$ cat config.mk
export PLATFORM = sky130hd
export DESIGN_NAME = packet_checksum_classifier_unit_flat
export DESIGN_NICKNAME = d
export VERILOG_FILES = /design/src/pcc_pkg.sv /design/src/pcc_byte_if.sv /design/src/pcc_result_if.sv /design/src/packet_checksum_classifier_unit.sv /design/src/flat_wrapper.sv
export VERILOG_INCLUDE_DIRS = /design/src /design/src/src
export SDC_FILE = /design/constraint.sdc
export NUM_CORES = 1
export LEC_CHECK = 0
export BUFFER_PORTS_ARGS = -buffer_cell sky130_fd_sc_hd__buf_4
export CAP_MARGIN = 20
export CORE_UTILIZATION = 63
export DETAILED_ROUTE_END_ITERATION = 12
export GPL_ROUTABILITY_DRIVEN = 1
export HOLD_SLACK_MARGIN = 0.06
export PLACE_DENSITY = 0.85
export SKIP_LAST_GASP = 1
export SLEW_MARGIN = 20
export SYNTH_ARGS = -nofsm -noshare
export SYNTH_HDL_FRONTEND = slang
export SYNTH_SLANG_ARGS = --single-unit
$ cat constraint.sdc
create_clock -name clk -period 4.5 [get_ports clk]
set_input_delay 0.225 -clock clk [delete_from_list [all_inputs] [get_ports clk]]
set_output_delay 0.225 -clock clk [all_outputs]
set_load 0.02 [all_outputs]
$ cat src/packet_checksum_classifier_unit_macros.svh
// ----------------------------------------------------------------------------
// Assertion macros for the packet checksum classifier
// Concurrent checks that compile away when SYNTH is defined.
// ----------------------------------------------------------------------------
`ifndef PACKET_CHECKSUM_CLASSIFIER_UNIT_MACROS_SVH
`define PACKET_CHECKSUM_CLASSIFIER_UNIT_MACROS_SVH

`ifndef SYNTH
// same-cycle implication
`define PCC_ASSERT_IMPL(label, clk, rst_n, ante, cons) \
	label: assert property (@(posedge clk) disable iff (!(rst_n)) (ante) |-> (cons)) \
		else $error("pcc assertion failed");
// next-cycle implication
`define PCC_ASSERT_NEXT(label, clk, rst_n, ante, cons) \
	label: assert property (@(posedge clk) disable iff (!(rst_n)) (ante) |=> (cons)) \
		else $error("pcc assertion failed");
`else
`define PCC_ASSERT_IMPL(label, clk, rst_n, ante, cons)
`define PCC_ASSERT_NEXT(label, clk, rst_n, ante, cons)
`endif

`endif

$ cat src/pcc_pkg.sv
// ----------------------------------------------------------------------------
// Packet checksum classifier package
// Shared constants and the result kind encoding.
// ----------------------------------------------------------------------------
package pcc_pkg;

	localparam int COUNT_W          = 8;
	localparam int SUM_W            = 32;
	localparam int SUM_BYTES        = 20;
	localparam int RECORD_BYTES     = 24;
	localparam int CONTROL_LIMIT    = 32;
	localparam int MAX_PACKET_BYTES = 250;

	typedef enum logic [2:0] {
		KIND_OK       = 3'd0,
		KIND_MISSING  = 3'd1,
		KIND_MISMATCH = 3'd2,
		KIND_TEXT     = 3'd3,
		KIND_BINARY   = 3'd4
	} kind_t;

endpackage

$ cat src/pcc_byte_if.sv
// ----------------------------------------------------------------------------
// Packet byte channel
// valid/ready handshake carrying one packet byte and its last-byte mark.
// ----------------------------------------------------------------------------
interface pcc_byte_if;
	logic       valid;
	logic       ready;
	logic [7:0] data_byte;
	logic       last_byte;

	modport source (output valid, output data_byte, output last_byte, input ready);
	modport sink   (input valid, input data_byte, input last_byte, output ready);
endinterface

$ cat src/pcc_result_if.sv
// ----------------------------------------------------------------------------
// Packet result channel
// valid/ready handshake carrying one classification word per packet.
// ----------------------------------------------------------------------------
interface pcc_result_if;
	import pcc_pkg::*;

	logic         valid;
	logic         ready;
	kind_t        kind;
	logic [31:0]  computed_sum;
	logic [31:0]  received_sum;
	logic [7:0]   packet_length;

	modport source (output valid, output kind, output computed_sum, output received_sum,
		output packet_length, input ready);
	modport sink   (input valid, input kind, input computed_sum, input received_sum,
		input packet_length, output ready);
endinterface

$ cat src/packet_checksum_classifier_unit.sv
// ----------------------------------------------------------------------------
// Packet checksum classifier. Throughput one byte word per cycle unless a last byte
// awaits a full result slot; the next packet may follow back to back.
// Stage 1 registers the byte, stage 2 updates packet state and the result.
// Async reset clears all packet state and both valid flags.
// ----------------------------------------------------------------------------
module packet_checksum_classifier_unit #(
	parameter int MAX_PACKET_BYTES = pcc_pkg::MAX_PACKET_BYTES
) (
	input  logic                clk,
	input  logic                arst_n,
	pcc_byte_if.sink            bytes,
	pcc_result_if.source        results
);
	import pcc_pkg::*;

	// stage 1: input register
	logic              valid_s1;
	logic [7:0]        data_s1;
	logic              last_s1;

	// packet state
	logic [COUNT_W-1:0] count_q;
	logic [SUM_W-1:0]   sum_q;
	logic [SUM_W-1:0]   cap_q;
	logic               ctrl_q;

	// result register
	logic               out_valid_q;
	kind_t              kind_q;
	logic [SUM_W-1:0]   csum_q;
	logic [SUM_W-1:0]   rsum_q;
	logic [COUNT_W-1:0] len_q;

	// next-state terms
	logic               adv_s1;
	logic               out_free;
	logic [SUM_W-1:0]   xored;
	logic [SUM_W-1:0]   sum_next;
	logic [SUM_W-1:0]   cap_next;
	logic               ctrl_next;
	logic [COUNT_W-1:0] count_next;
	logic [COUNT_W-1:0] cap_off;
	logic               is_record;
	kind_t              kind_next;
	logic [SUM_W-1:0]   csum_next;
	logic [SUM_W-1:0]   rsum_next;

	// The result slot is free if empty or being drained this cycle. Only a
	// last byte needs it; all other bytes move on unconditionally.
	assign out_free     = !out_valid_q || results.ready;
	assign adv_s1       = valid_s1 && (!last_s1 || out_free);
	assign bytes.ready  = !valid_s1 || adv_s1;

	always_ff @(posedge clk or negedge arst_n) begin
		if (!arst_n) begin
			valid_s1 <= 1'b0;
		end else if (bytes.ready) begin
			valid_s1 <= bytes.valid;
		end
	end

	always_ff @(posedge clk) begin
		if (bytes.ready && bytes.valid) begin
			data_s1 <= bytes.data_byte;
			last_s1 <= bytes.last_byte;
		end
	end

	// Per-byte update: xor + rotate for the checksum window, byte lane write
	// for the received checksum window, control-byte flag, saturating count.
	assign cap_off = count_q - COUNT_W'(SUM_BYTES);
	assign xored   = sum_q ^ {{(SUM_W-8){1'b0}}, data_s1};

	always_comb begin
		sum_next = sum_q;
		cap_next = cap_q;
		if (count_q < COUNT_W'(SUM_BYTES)) begin
			sum_next = {xored[SUM_W-2:0], xored[SUM_W-1]};
		end else if (count_q < COUNT_W'(RECORD_BYTES)) begin
			cap_next[{cap_off[1:0], 3'b000} +: 8] = data_s1;
		end
	end

	assign ctrl_next  = ctrl_q || ((data_s1 != 8'd0) && (data_s1 < 8'(CONTROL_LIMIT)));
	assign count_next = (count_q < COUNT_W'(MAX_PACKET_BYTES)) ? count_q + COUNT_W'(1)
		: count_q;

	// Classification on the final byte. Only an exact record length carries
	// the sums; text and binary report them as zero.
	assign is_record = (count_next == COUNT_W'(RECORD_BYTES));

	always_comb begin
		csum_next = '0;
		rsum_next = '0;
		if (is_record) begin
			csum_next = sum_next;
			rsum_next = cap_next;
			if (cap_next == '0) begin
				kind_next = KIND_MISSING;
			end else if (cap_next != sum_next) begin
				kind_next = KIND_MISMATCH;
			end else begin
				kind_next = KIND_OK;
			end
		end else if (ctrl_next) begin
			kind_next = KIND_BINARY;
		end else begin
			kind_next = KIND_TEXT;
		end
	end

	// packet state: cleared after each final byte
	always_ff @(posedge clk or negedge arst_n) begin
		if (!arst_n) begin
			count_q <= '0;
			sum_q   <= '0;
			cap_q   <= '0;
			ctrl_q  <= 1'b0;
		end else if (adv_s1) begin
			if (last_s1) begin
				count_q <= '0;
				sum_q   <= '0;
				cap_q   <= '0;
				ctrl_q  <= 1'b0;
			end else begin
				count_q <= count_next;
				sum_q   <= sum_next;
				cap_q   <= cap_next;
				ctrl_q  <= ctrl_next;
			end
		end
	end

	// result word
	always_ff @(posedge clk or negedge arst_n) begin
		if (!arst_n) begin
			out_valid_q <= 1'b0;
		end else if (adv_s1 && last_s1) begin
			out_valid_q <= 1'b1;
		end else if (results.ready) begin
			out_valid_q <= 1'b0;
		end
	end

	always_ff @(posedge clk) begin
		if (adv_s1 && last_s1) begin
			kind_q <= kind_next;
			csum_q <= csum_next;
			rsum_q <= rsum_next;
			len_q  <= count_next;
		end
	end

	assign results.valid         = out_valid_q;
	assign results.kind          = kind_q;
	assign results.computed_sum  = csum_q;
	assign results.received_sum  = rsum_q;
	assign results.packet_length = len_q;

	// ------------------------------------------------------------------------
	// Checks
	// ------------------------------------------------------------------------
`include "packet_checksum_classifier_unit_macros.svh"

	// record kinds only come from an exact record length
	`PCC_ASSERT_IMPL(a_record_len, clk, arst_n, out_valid_q && (kind_q == KIND_OK || kind_q == KIND_MISSING || kind_q == KIND_MISMATCH), len_q == COUNT_W'(RECORD_BYTES))
	// text and binary words carry zero sums
	`PCC_ASSERT_IMPL(a_nonrecord_sums, clk, arst_n, out_valid_q && (kind_q == KIND_TEXT || kind_q == KIND_BINARY), csum_q == '0 && rsum_q == '0)
	// state is cleared once a final byte is consumed
	`PCC_ASSERT_NEXT(a_state_clear, clk, arst_n, adv_s1 && last_s1, count_q == '0 && sum_q == '0 && cap_q == '0 && !ctrl_q)
	// byte count never passes the saturation limit
	`PCC_ASSERT_IMPL(a_count_sat, clk, arst_n, 1'b1, count_q <= COUNT_W'(MAX_PACKET_BYTES))

endmodule
$ cat src/flat_wrapper.sv
// flat-port wrapper written by rule: the top's interface ports become plain ports
module packet_checksum_classifier_unit_flat import pcc_pkg::*;
#(
	parameter int MAX_PACKET_BYTES = pcc_pkg::MAX_PACKET_BYTES
)
  (clk, arst_n, bytes_valid, bytes_data_byte, bytes_last_byte, bytes_ready, results_valid, results_kind, results_computed_sum, results_received_sum, results_packet_length, results_ready);
  pcc_byte_if bytes_i ();
  pcc_result_if results_i ();
  input  logic clk;
  input  logic arst_n;
  input wire logic [$bits(bytes_i.valid)-1:0] bytes_valid;
  input wire logic [$bits(bytes_i.data_byte)-1:0] bytes_data_byte;
  input wire logic [$bits(bytes_i.last_byte)-1:0] bytes_last_byte;
  output wire logic [$bits(bytes_i.ready)-1:0] bytes_ready;
  output wire logic [$bits(results_i.valid)-1:0] results_valid;
  output wire logic [$bits(results_i.kind)-1:0] results_kind;
  output wire logic [$bits(results_i.computed_sum)-1:0] results_computed_sum;
  output wire logic [$bits(results_i.received_sum)-1:0] results_received_sum;
  output wire logic [$bits(results_i.packet_length)-1:0] results_packet_length;
  input wire logic [$bits(results_i.ready)-1:0] results_ready;
  assign bytes_i.valid = bytes_valid;
  assign bytes_i.data_byte = bytes_data_byte;
  assign bytes_i.last_byte = bytes_last_byte;
  assign bytes_ready = bytes_i.ready;
  assign results_valid = results_i.valid;
  assign results_kind = results_i.kind;
  assign results_computed_sum = results_i.computed_sum;
  assign results_received_sum = results_i.received_sum;
  assign results_packet_length = results_i.packet_length;
  assign results_i.ready = results_ready;
  packet_checksum_classifier_unit #(.MAX_PACKET_BYTES(MAX_PACKET_BYTES)) u_core (.clk(clk), .arst_n(arst_n), .bytes(bytes_i), .results(results_i));
endmodule
### Word-level counts from Yosys, hierarchy flattened

Index checks and enable logic that the tools add are counted.

| storage, ports and cells | value |
|---|---|
| flip-flop bits (word level) | 159 |
| input bits | 13 |
| output and inout bits | 77 |
| logic and storage cells | 53 |

| cells by class | value |
|---|---|
| $add $sub $neg | 3 |
| order comparisons | 4 |
| eq/ne operators | 2 |
| shift operators | 2 |
| mux-type cells | 15 |
| bitwise operators | 1 |
| reduce and logical (&&, ||, !) cells | 14 |

Operators with widths:

| kind | number |
|---|---|
| 2-to-1 mux 32 bit | 5 |
| bitwise mux 32 bit | 1 |
| zero test 32 bit | 1 |
| != test 32 bit | 1 |
| variable shift 8 x 7 -> 32 bit, first input constant | 1 |
| indexed part select 8 x 7 -> 32 bit | 1 |
| XOR 32 x 8 -> 32 bit | 1 |
| less-than comparator 8 x 5 -> 1 bit, second input constant | 2 |
| 2-to-1 mux 8 bit | 2 |
| 2-to-1 mux 3 bit | 3 |
| adder 8 x 1 -> 8 bit, second input constant | 1 |
| equality test 8 x 5 -> 1 bit, second input constant | 1 |
| less-than comparator 8 x 6 -> 1 bit, second input constant | 1 |
| less-than comparator 8 bit, second input constant | 1 |
| nonzero test 8 bit | 1 |
| negation 5 -> 7 bit | 1 |
| logical AND 1 bit | 4 |
| logical OR 1 bit | 4 |
| zero test 1 bit | 3 |
| 2-to-1 mux 1 bit | 3 |
| 2-to-1 mux 2 bit | 1 |
| nonzero test 2 bit | 1 |
| subtractor 2 x 1 -> 2 bit, second input constant | 1 |

### Logic depth before layout (Yosys ltp)

Gate-level depths: netlist of the first run.

| logic depth | value |
|---|---|
| word-level depth | 10 |
| gate-level depth with buffers | 11 |
| gate-level depth less buffers | 9 |

### Worst setup path before layout of the first run

OpenSTA, ideal clock, no wires.

| timing path | value |
|---|---|
| path kind | register to register |
| start | register u_core.count_q[0] |
| end | register u_core.kind_q[1] (netlist: u_core.results.kind[1]), data pin |
| setup time | 269 ps |
| arrival time | 2,726 ps |
| data required time | 4,231 ps |
| slack | 1,505 ps |
| cell stages (with the launch flop) | 11 |
| path buffers | 1 |
| period minus slack after synthesis | 2,995 ps |
| cells stage by stage | dfrtp_1 > buf_1 > inv_1 > ha_1 > nor3b_1 > and4_1 > a21oi_1 > xor2_1 > a2111oi_0 > and4_1 > a22oi_1 |

| between the ends | value |
|---|---|
| word-level cells in the longest chain between the ends | 10 |
| elaborated cells between the ends (all ways) | 19 |
| classes of those cells | 3 x add/sub; 3 x order compare; 2 x eq/ne; 2 x shift; 8 x mux; 1 x reduce/logical |

Ends and longest elaborated chain:

| element | RTL line | source |
|---|---|---|
| start, declared | packet_checksum_classifier_unit.sv:23 | `logic [COUNT_W-1:0] count_q;` |
| start signal, assigned | packet_checksum_classifier_unit.sv:127 | `count_q <= count_next;` |
| subtractor 2 x 1 -> 2 bit | packet_checksum_classifier_unit.sv:72 | `assign cap_off = count_q - COUNT_W'(SUM_BYTES);` |
| negation 5 -> 7 bit | packet_checksum_classifier_unit.sv:81 | `cap_next[{cap_off[1:0], 3'b000} +: 8] = data_s1;` |
| indexed part select 8 x 7 -> 32 bit / variable shift 8 x 7 -> 32 bit (equally long branches) | packet_checksum_classifier_unit.sv:81 |  |
| bitwise mux 32 bit | packet_checksum_classifier_unit.sv:81 |  |
| 2-to-1 mux 32 bit | packet_checksum_classifier_unit.sv:80 | `end else if (count_q < COUNT_W'(RECORD_BYTES)) begin` |
| 2-to-1 mux 32 bit | packet_checksum_classifier_unit.sv:78 | `if (count_q < COUNT_W'(SUM_BYTES)) begin` |
| != test 32 bit | packet_checksum_classifier_unit.sv:101 | `end else if (cap_next != sum_next) begin` |
| 2-to-1 mux 2 bit | packet_checksum_classifier_unit.sv:101 |  |
| 2-to-1 mux 3 bit | packet_checksum_classifier_unit.sv:99 | `if (cap_next == '0) begin` |
| 2-to-1 mux 3 bit (*) | packet_checksum_classifier_unit.sv:96 | `if (is_record) begin` |
| via u_core.kind_next[1] | packet_checksum_classifier_unit.sv:45 | `kind_t kind_next;` |
| end signal, assigned | packet_checksum_classifier_unit.sv:148 | `kind_q <= kind_next;` |
| end, declared | packet_checksum_classifier_unit.sv:30 | `kind_t kind_q;` |

The timed path passes the listed nets; every way through them passes the cells marked *.
A chain may end at the register's enable or synchronous reset.

### Worst setup path in the final report of the first run

Ends and elaborated chain as after synthesis.

==> results.md, run 1 <==
| Group | Metric | Reported |
|:---|:---|:---|
| placement | Post-Place Setup Slack | 0.833 ns |
| cts | Level count of the clock H-tree | 4 |
| cells and area | Fraction of final layout cells with drive strength greater than 1 | 17.6% |
| timing | Max Fclk | 256 MHz |
| cts | Clock transition at path regs | 0.06 ns |
| synth | Cell area after technology mapping | 7990 µm² |
| synth | Commonest register cell after synthesis | sky130_fd_sc_hd__edfxtp_1 |
| critical path | Worst Reg2Reg Path Length in Cells | 9 |
| cts | Clock Path Buffers | 2 |
| routing | DRC Markers | 0 |
| timing | Worst Setup Slack, final | 0.598 ns |
| timing | Tightest slew margin relative to the limit | 34.4% |
| floorplan | Area of the die | 13100 µm² |
| critical path | Endpoint arrival time on the critical path | 4.07 ns |
| power and ir drop | Static Leakage | 3.78 nW |
| cts | Worst skew pair latency | 0.43 ns |
| global routing | Global-route usage over all layers | 40.3% |
| synth | Number of synthesized flops with an enable pin | 84 |
| power and ir drop | Worst-case vdd ir drop | 0.271 mV |
| floorplan | Starting density of the core | 65.4% |
| floorplan | Core footprint | 12200 µm² |
| critical path | Category of the worst setup path launch point | flop |
| synth | Count of different cell masters after synthesis | 59 |
| cells and area | Total inserted antenna cells | 0 |
| timing | Worst Skew | 0.00597 ns |
| power and ir drop | Clock power frac | 41.2% |
| power and ir drop | Int Pwr | 0.00260 W |
| routing | Via count | 7087 |
| cts | Clock tree from TritonCTS | built |
| global routing | Wire length of the first global-routing pass | 38400 µm |
| synth | Mean Syn Cell Area | 10.5 µm² |
| timing | Hold Violations, Final | 0 |
| routing | Count of routing violations after the opening detailed-route iteration | 1102 |
| timing | Ratio of final minimum period to clock period | 86.7% |
| floorplan | Count of pins on the block boundary | 90 |
| cells and area | Storage element area | 4400 µm² |
| routing | First-pass DRT Iterations | 6 |
| timing | Setup Viol. Count Final | 0 |
| synth | Total of flip-flops plus latches after synthesis | 159 |
| placement | Cell count after placement | 983 |
| critical path | Category of the most critical setup path | reg2reg |
| placement | Detailed-placement wirelength estimate | 16500 µm |
| run status | Status | complete, no violations |
| critical path | Master of the slowest instance on the critical path | sky130_fd_sc_hd__nor3b_1 |
| critical path | Critical path data required time | 4.67 ns |
| synth | Ys async rst share | 47.2% |
| critical path | Crit Path Max Fanout | 17 |
| floorplan | Horiz. Die Dim | 115 µm |
| timing | Number of pins exceeding their max-slew limit in the final report | 0 |
| routing | Top routing layer in use | met4 |
| flow run | Number of violations of the max-capacitance limit | 0 |
| power and ir drop | Comb pwr share | 11.3% |
| routing | Remaining number of nets flagged by the antenna check after routing | 0 |
| floorplan | Standard-cell row count | 40 |
| global routing | Largest net degree at the start of global routing | 76 |
| cts | Clock buffer count from CTS | 17 |
| critical path | Top cell by count, worst path | sky130_fd_sc_hd__and4_1 |
| synth | Post-Synthesis Cells | 763 |
| global routing | Final global-route overflow total | 0 |
| routing | Detailed-route vias per instance | 6.89 |
| routing | Met2 wire len | 11400 µm |
| cells and area | Count of placed standard cells in the final layout, fillers left out | 1028 |
| cells and area | Filler Cells Inserted | 828 |
| routing | Detailed-routed wire length on met3 | 3110 µm |
| synth | Biggest area consumer among synthesized cells | sky130_fd_sc_hd__edfxtp_1 |
| min path | Class of the worst hold path | in2async |
| power and ir drop | Power spent charging and discharging nets | 0.000903 W |
| cells and area | Multi-input gate area | 3370 µm² |
| routing | Total length of routed wires | 25000 µm |
| timing | Total negative slack for setup checks | 0 ns |
| cells and area | Final nets | 866 |
| cts | Buffer type at the clock tree root | sky130_fd_sc_hd__clkbuf_16 |
| cts | Post CTS Setup Buffer Count | 0 |
| cts | Number of clock sinks | 159 |
| synth | Synth top area cells | sky130_fd_sc_hd__edfxtp_1, sky130_fd_sc_hd__dfrtp_1, sky130_fd_sc_hd__o21ai_0 |
| power and ir drop | PD cells | 367 nW/µm² |
| synth | Net count of the mapped netlist | 782 |
| critical path | Stage delay of the slowest cell on the critical path | 0.70 ns |
| timing | Worst Max-Slew Pin Slew | 0.980 ns |
| synth | Synthesis Warnings | 0 |
| floorplan | Height of the die | 115 µm |
| placement | Port-buffer cells | 89 |
| timing | Unrepaired setup endpoints after global routing | no |
| placement | Placer congestion estimate | 0.961 |
| routing | WL per Instance | 24.3 µm |
| routing | Wire length on met1 | 9590 µm |
| power and ir drop | Switching share of power | 25.7% |
| synth | Top cell type's share of synthesized area | 31.6% |
| critical path | Type of destination of the critical path | flop |
| synth | Sequential element share of the synthesized area | 55.0% |
| global routing | Vias in the first global route | 6675 |
| critical path | Ordered list of cells on the worst path | inv_1 > ha_1 > nor3b_1 > and4_1 > a21oi_1 > xor2_1 > a2111oi_0 > and4_1 > a22oi_1 |
| global routing | Initial antenna violation count | 0 |
| power and ir drop | Sequential Power Share | 47.6% |
| timing | Minimum period implied by the final worst setup slack | 3.90 ns |
| cells and area | Area delta synth->final | 19.5% |
[registers in the layout (all words and copies together), names as in the netlist, 3 cells and up]
register,flops
u_core.cap_q,32
u_core.results.computed_sum,32
u_core.results.received_sum,32
u_core.sum_q,32
u_core.count_q,8
u_core.data_s1,8
u_core.results.packet_length,8
u_core.results.kind,3
[layer usage]
metal  global-route usage [%]  up-vias
li1                         -     3044
met1                     55.5     3406
met2                     61.2      548
met3                     9.85       89
met4                     17.7        0
met5                        0        -
[logic make-up (layout without fill, tap and decap cells)]
kind of cell               after synthesis  count (layout)  synth area share, %
adders and majority gates                6               6                0.939
xor gates and xnor gates                17              17                 1.86
AOI/OAI and AO/OA                      220             220                 19.2
muxes                                    5               5                0.642
and+or+nand+nor                        293             293                 19.2
buffers and inverters                   63             160                 3.08
DFF                                    159             159                 55.0
[timing repair]
item,CTS,global route
hold endpoints to repair,86,0
resized for setup,0,0
hold buffers,12,0
[power by group through the flow]
stage / Clock (W) / Sequential, W / Combinational, W
5_1_grt: 0.00149 / 0.00167 / 0.000421
4_1_cts: 0.00144 / 0.00166 / 0.000384
3_5_place_dp: 0 / 0.00169 / 0.000372
2_1_floorplan: 0 / 0.00170 / 0.000199
3_3_place_gp: 0 / 0.00169 / 0.000364
6_report: 0.00144 / 0.00167 / 0.000395
[synthesized netlist by cell type (4+ instances only)]
cell,count
sky130_fd_sc_hd__nor2_1,82
sky130_fd_sc_hd__nand4b_1,6
sky130_fd_sc_hd__o21ai_1,6
sky130_fd_sc_hd__nand2_1,58
sky130_fd_sc_hd__nand4_1,46
sky130_fd_sc_hd__a31oi_1,4
sky130_fd_sc_hd__o21ai_0,67
sky130_fd_sc_hd__and3_1,19
sky130_fd_sc_hd__nor4_1,6
sky130_fd_sc_hd__buf_2,7
sky130_fd_sc_hd__ha_1,6
sky130_fd_sc_hd__and2_1,30
sky130_fd_sc_hd__nor3_1,9
sky130_fd_sc_hd__a21oi_1,14
sky130_fd_sc_hd__inv_1,11
sky130_fd_sc_hd__and4_1,5
sky130_fd_sc_hd__and4b_1,5
sky130_fd_sc_hd__nand3_1,10
sky130_fd_sc_hd__a21boi_0,22
sky130_fd_sc_hd__xnor2_1,9
sky130_fd_sc_hd__o21ba_2,5
sky130_fd_sc_hd__edfxtp_1,84
sky130_fd_sc_hd__o22ai_1,7
sky130_fd_sc_hd__a211o_1,23
sky130_fd_sc_hd__dfrtp_1,75
sky130_fd_sc_hd__xor2_1,8
sky130_fd_sc_hd__clkbuf_1,42
sky130_fd_sc_hd__a22o_1,28
sky130_fd_sc_hd__o211ai_1,23
sky130_fd_sc_hd__mux2i_1,4
[cell usage in the layout, fill, tap and decap left out, drive strengths merged, types with 3 or more instances in the layout]
cell type,Yosys,layout
buf,9,105
edfxtp,84,84
nor2,82,82
dfrtp,75,75
o21ai,74,74
nand2,58,58
nand4,46,46
and2,30,30
a22o,28,28
a211o,23,23
o211ai,23,23
a21boi,23,23
clkbuf,43,20
and3,19,19
a21oi,14,14
dlygate4sd3,0,12
inv,11,11
nand3,10,10
nor3,10,10
xnor2,9,9
xor2,8,8
o22ai,7,7
clkinv,0,7
nor4,6,6
nand4b,6,6
ha,6,6
o21ba,5,5
and4,5,5
and4b,5,5
a31oi,4,4
mux2i,4,4
or2,3,3
o2111ai,3,3
o31ai,3,3
bufinv,0,3
[worst max-delay path: cells and delay by family (launching register included)]
family	cells	cell delay [ns]
adder cells (fa/ha/maj)	1	0.42
flip-flops	1	0.69
buffers and inverters	1	0.17
AO/OA/AOI/OAI	3	0.84
XOR/XNOR	1	0.25
AND/OR/NAND/NOR	3	1.27
[area by class of cell]
type | instances | share of cell area [%]
timing repair buffer | 117 | 9.98
inverter | 11 | 0.432
clock inverter | 12 | 1.51
multi-input combinational | 541 | 35.2
clock buffer | 20 | 4.57
tap | 168 | 2.20
sequential | 159 | 46.1
[stage by stage]
step	cell area [µm²]	hold slack (ns)	utilization (%)	total power [W]
detailed placement	8810	0.404	72.2	0.00206
CTS	9520	0.483	77.9	0.00348
global placement	8810	0.404	72.2	0.00205
floorplan	7990	-0.0706	-	0.00190
global route	9550	0.333	78.2	0.00358
finish	9550	0.292	78.2	0.00351
[worst paths after layout]
check,from,end,slack [ns]
worst max register to register,u_core.count_q[0],u_core.results.kind[1],0.60
max in group asynchronous,arst_n,u_core.cap_q[17],3.60
min in group clk,u_core.cap_q[16],u_core.cap_q[16],0.48
worst max-delay path,u_core.count_q[0],u_core.results.kind[1],0.60
worst min-delay path,arst_n,u_core.count_q[5],0.29
worst min register to register,u_core.cap_q[16],u_core.cap_q[16],0.48
Note: power is estimated with default switching activity, not from simulation.
==> run 2: changes to the inputs <==
CORE_MARGIN = 1.5   (was default)
==> results.md, run 2 (synthesized netlist as in run 1, its figures left out) <==
| Group | Metric | Reported |
|:---|:---|:---|
| run status | Status | finished, violations left |
| run status | Violations in the final reports | design-rule violations |
| cells and area | Multi-input gate area | 3360 µm² |
| power and ir drop | PD cells | 370 nW/µm² |
| timing | Hold Violations, Final | 0 |
| floorplan | Height of the die | 116 µm |
| cts | Buffer type at the clock tree root | sky130_fd_sc_hd__clkbuf_16 |
| global routing | Final global-route overflow total | 0 |
| global routing | Wire length of the first global-routing pass | 37900 µm |
| critical path | Category of the worst setup path launch point | flop |
| cells and area | Fraction of final layout cells with drive strength greater than 1 | 17.6% |
| floorplan | Count of pins on the block boundary | 90 |
| routing | Total length of routed wires | 24900 µm |
| cells and area | Commonest non-fill, non-tap cell in the layout | sky130_fd_sc_hd__buf_4 |
| cells and area | Commonest cells after routing, fill and taps aside | sky130_fd_sc_hd__buf_4, sky130_fd_sc_hd__edfxtp_1, sky130_fd_sc_hd__nor2_1, sky130_fd_sc_hd__dfrtp_1, sky130_fd_sc_hd__o21ai_0 |
| global routing | Vias in the first global route | 6789 |
| placement | Port-buffer cells | 89 |
| timing | Number of pins exceeding their max-slew limit in the final report | 0 |
| power and ir drop | Static Leakage | 3.75 nW |
| critical path | Type of destination of the critical path | flop |
| cells and area | Area delta synth->final | 19.0% |
| global routing | Initial antenna violation count | 1 |
| critical path | Category of the most critical setup path | reg2reg |
| routing | Via count | 7062 |
| critical path | Crit Path Max Fanout | 17 |
| floorplan | Standard-cell row count | 40 |
| timing | Tightest slew margin relative to the limit | 37.0% |
| cts | Clock transition at path regs | 0.06 ns |
| cells and area | Final nets | 865 |
| cts | Worst skew pair latency | 0.43 ns |
| critical path | Endpoint arrival time on the critical path | 3.70 ns |
| timing | Minimum period implied by the final worst setup slack | 3.54 ns |
| routing | First-pass DRT Iterations | 10 |
| timing | Setup Viol. Count Final | 0 |
| timing | Max Fclk | 283 MHz |
| floorplan | Core footprint | 12200 µm² |
| routing | Detailed-route vias per instance | 6.88 |
| cts | Clock Path Buffers | 2 |
| cts | Number of clock sinks | 159 |
| floorplan | Starting density of the core | 65.4% |
| placement | Detailed-placement wirelength estimate | 16600 µm |
| critical path | Critical path data required time | 4.66 ns |
| cts | Resized cells post-CTS | 0 |
| global routing | Global-route usage over all layers | 38.7% |
| cells and area | Storage element area | 4400 µm² |
| min path | Class of the worst hold path | in2async |
| timing | Worst Hold Margin | 0.412 ns |
| routing | Count of routing violations after the opening detailed-route iteration | 954 |
| cells and area | Filler Cells Inserted | 850 |
| timing | Worst Skew | 0.00869 ns |
| cts | Clock buffer count from CTS | 17 |
| floorplan | Horiz. Die Dim | 116 µm |
| timing | Worst Max-Slew Pin Slew | 0.942 ns |
| routing | WL per Instance | 24.2 µm |
| timing | Unrepaired setup endpoints after global routing | no |
| flow run | Number of violations of the max-capacitance limit | 0 |
| power and ir drop | Worst-case vdd ir drop | 0.294 mV |
| timing | Total negative slack for setup checks | 0 ns |
| global routing | Largest net degree at the start of global routing | 76 |
| cts | Level count of the clock H-tree | 4 |
| timing | Ratio of final minimum period to clock period | 78.6% |
| routing | Remaining number of nets flagged by the antenna check after routing | 0 |
| cells and area | Total inserted antenna cells | 0 |
| routing | DRC Markers | 2 |
| floorplan | Area of the die | 13400 µm² |
| placement | Placer congestion estimate | 0.997 |
| cts | Clock tree from TritonCTS | built |
==> run 2: cell types whose count changed in the layout (fill, tap and decap cells not counted), sizes merged <==
cell,before,now
buf,105,104
clkbuf,20,22
clkinv,7,4
clkinvlp,2,3
==> run 2: layer usage <==
layer	GRT usage, %	part of all wire [%]
met1	52.9	39
met5	0	0.052
met4	14.5	3.2
met3	10.4	12
met2	59.9	46
==> run 2: worst paths after layout <==
path                       slack, ns                     end  cells after the start         startpoint
hold / removal                  0.41       u_core.count_q[7]                      2             arst_n
max in group asynchronous       3.58         u_core.cap_q[1]                      2             arst_n
min in group clk                0.48        u_core.cap_q[21]                      2   u_core.cap_q[21]
setup reg to reg                0.96  u_core.results.kind[1]                      9  u_core.count_q[0]
hold reg to reg                 0.48        u_core.cap_q[21]                      2   u_core.cap_q[21]
setup / recovery                0.96  u_core.results.kind[1]                      9  u_core.count_q[0]
==> run 2: cell type report <==
cell class                      instances  share of cell area (%)
Timing Repair Buffer                  116                    9.51
Inverter                               11                   0.434
Tap cell                              168                    2.21
Clock inverter                         10                    1.46
Sequential cell                       159                    46.3
Multi-Input combinational cell        541                    35.3
Clock buffer                           22                    4.78
==> run 2: timing repair <==
item / 4_1_cts / 5_1_grt
hold buffers: 12 / 0
endpoints found under the hold margin: 86 / 0
setup buffers: 0 / 0
==> run 2: stage by stage <==
step                      area (µm²)  util, %  std cells  power, W  setup WS (ns)
after CTS                       9510     77.8       1027   0.00350           1.09
final                           9510     77.9       1027   0.00352          0.964
after global routing            9510     77.9       1027   0.00360          0.683
after floorplan                 7990        -        763   0.00190           1.50
after global placement          8790     72.0        983   0.00205           1.14
after detailed placement        8790     72.0        983   0.00206           1.18
==> run 2: where the power goes <==
part | leakage, nW | total [W] | switching (W) | internal [W]
Clock | 0.278 | 0.00147 | 0.000581 | 0.000886
Combinational | 1.63 | 0.000385 | 0.000248 | 0.000137
Sequential | 1.84 | 0.00167 | 0.0000701 | 0.00160
==> run 2: critical path, stage by stage (launching register included) <==
cell                       delay (ns)
sky130_fd_sc_hd__dfrtp_1         0.68
sky130_fd_sc_hd__inv_1           0.18
sky130_fd_sc_hd__ha_1            0.43
sky130_fd_sc_hd__nor3b_1         0.64
sky130_fd_sc_hd__nand4_1         0.34
sky130_fd_sc_hd__o211ai_1        0.24
sky130_fd_sc_hd__nand4_1         0.16
sky130_fd_sc_hd__nor4_1          0.31
sky130_fd_sc_hd__and4_1          0.23
sky130_fd_sc_hd__a22oi_1         0.07
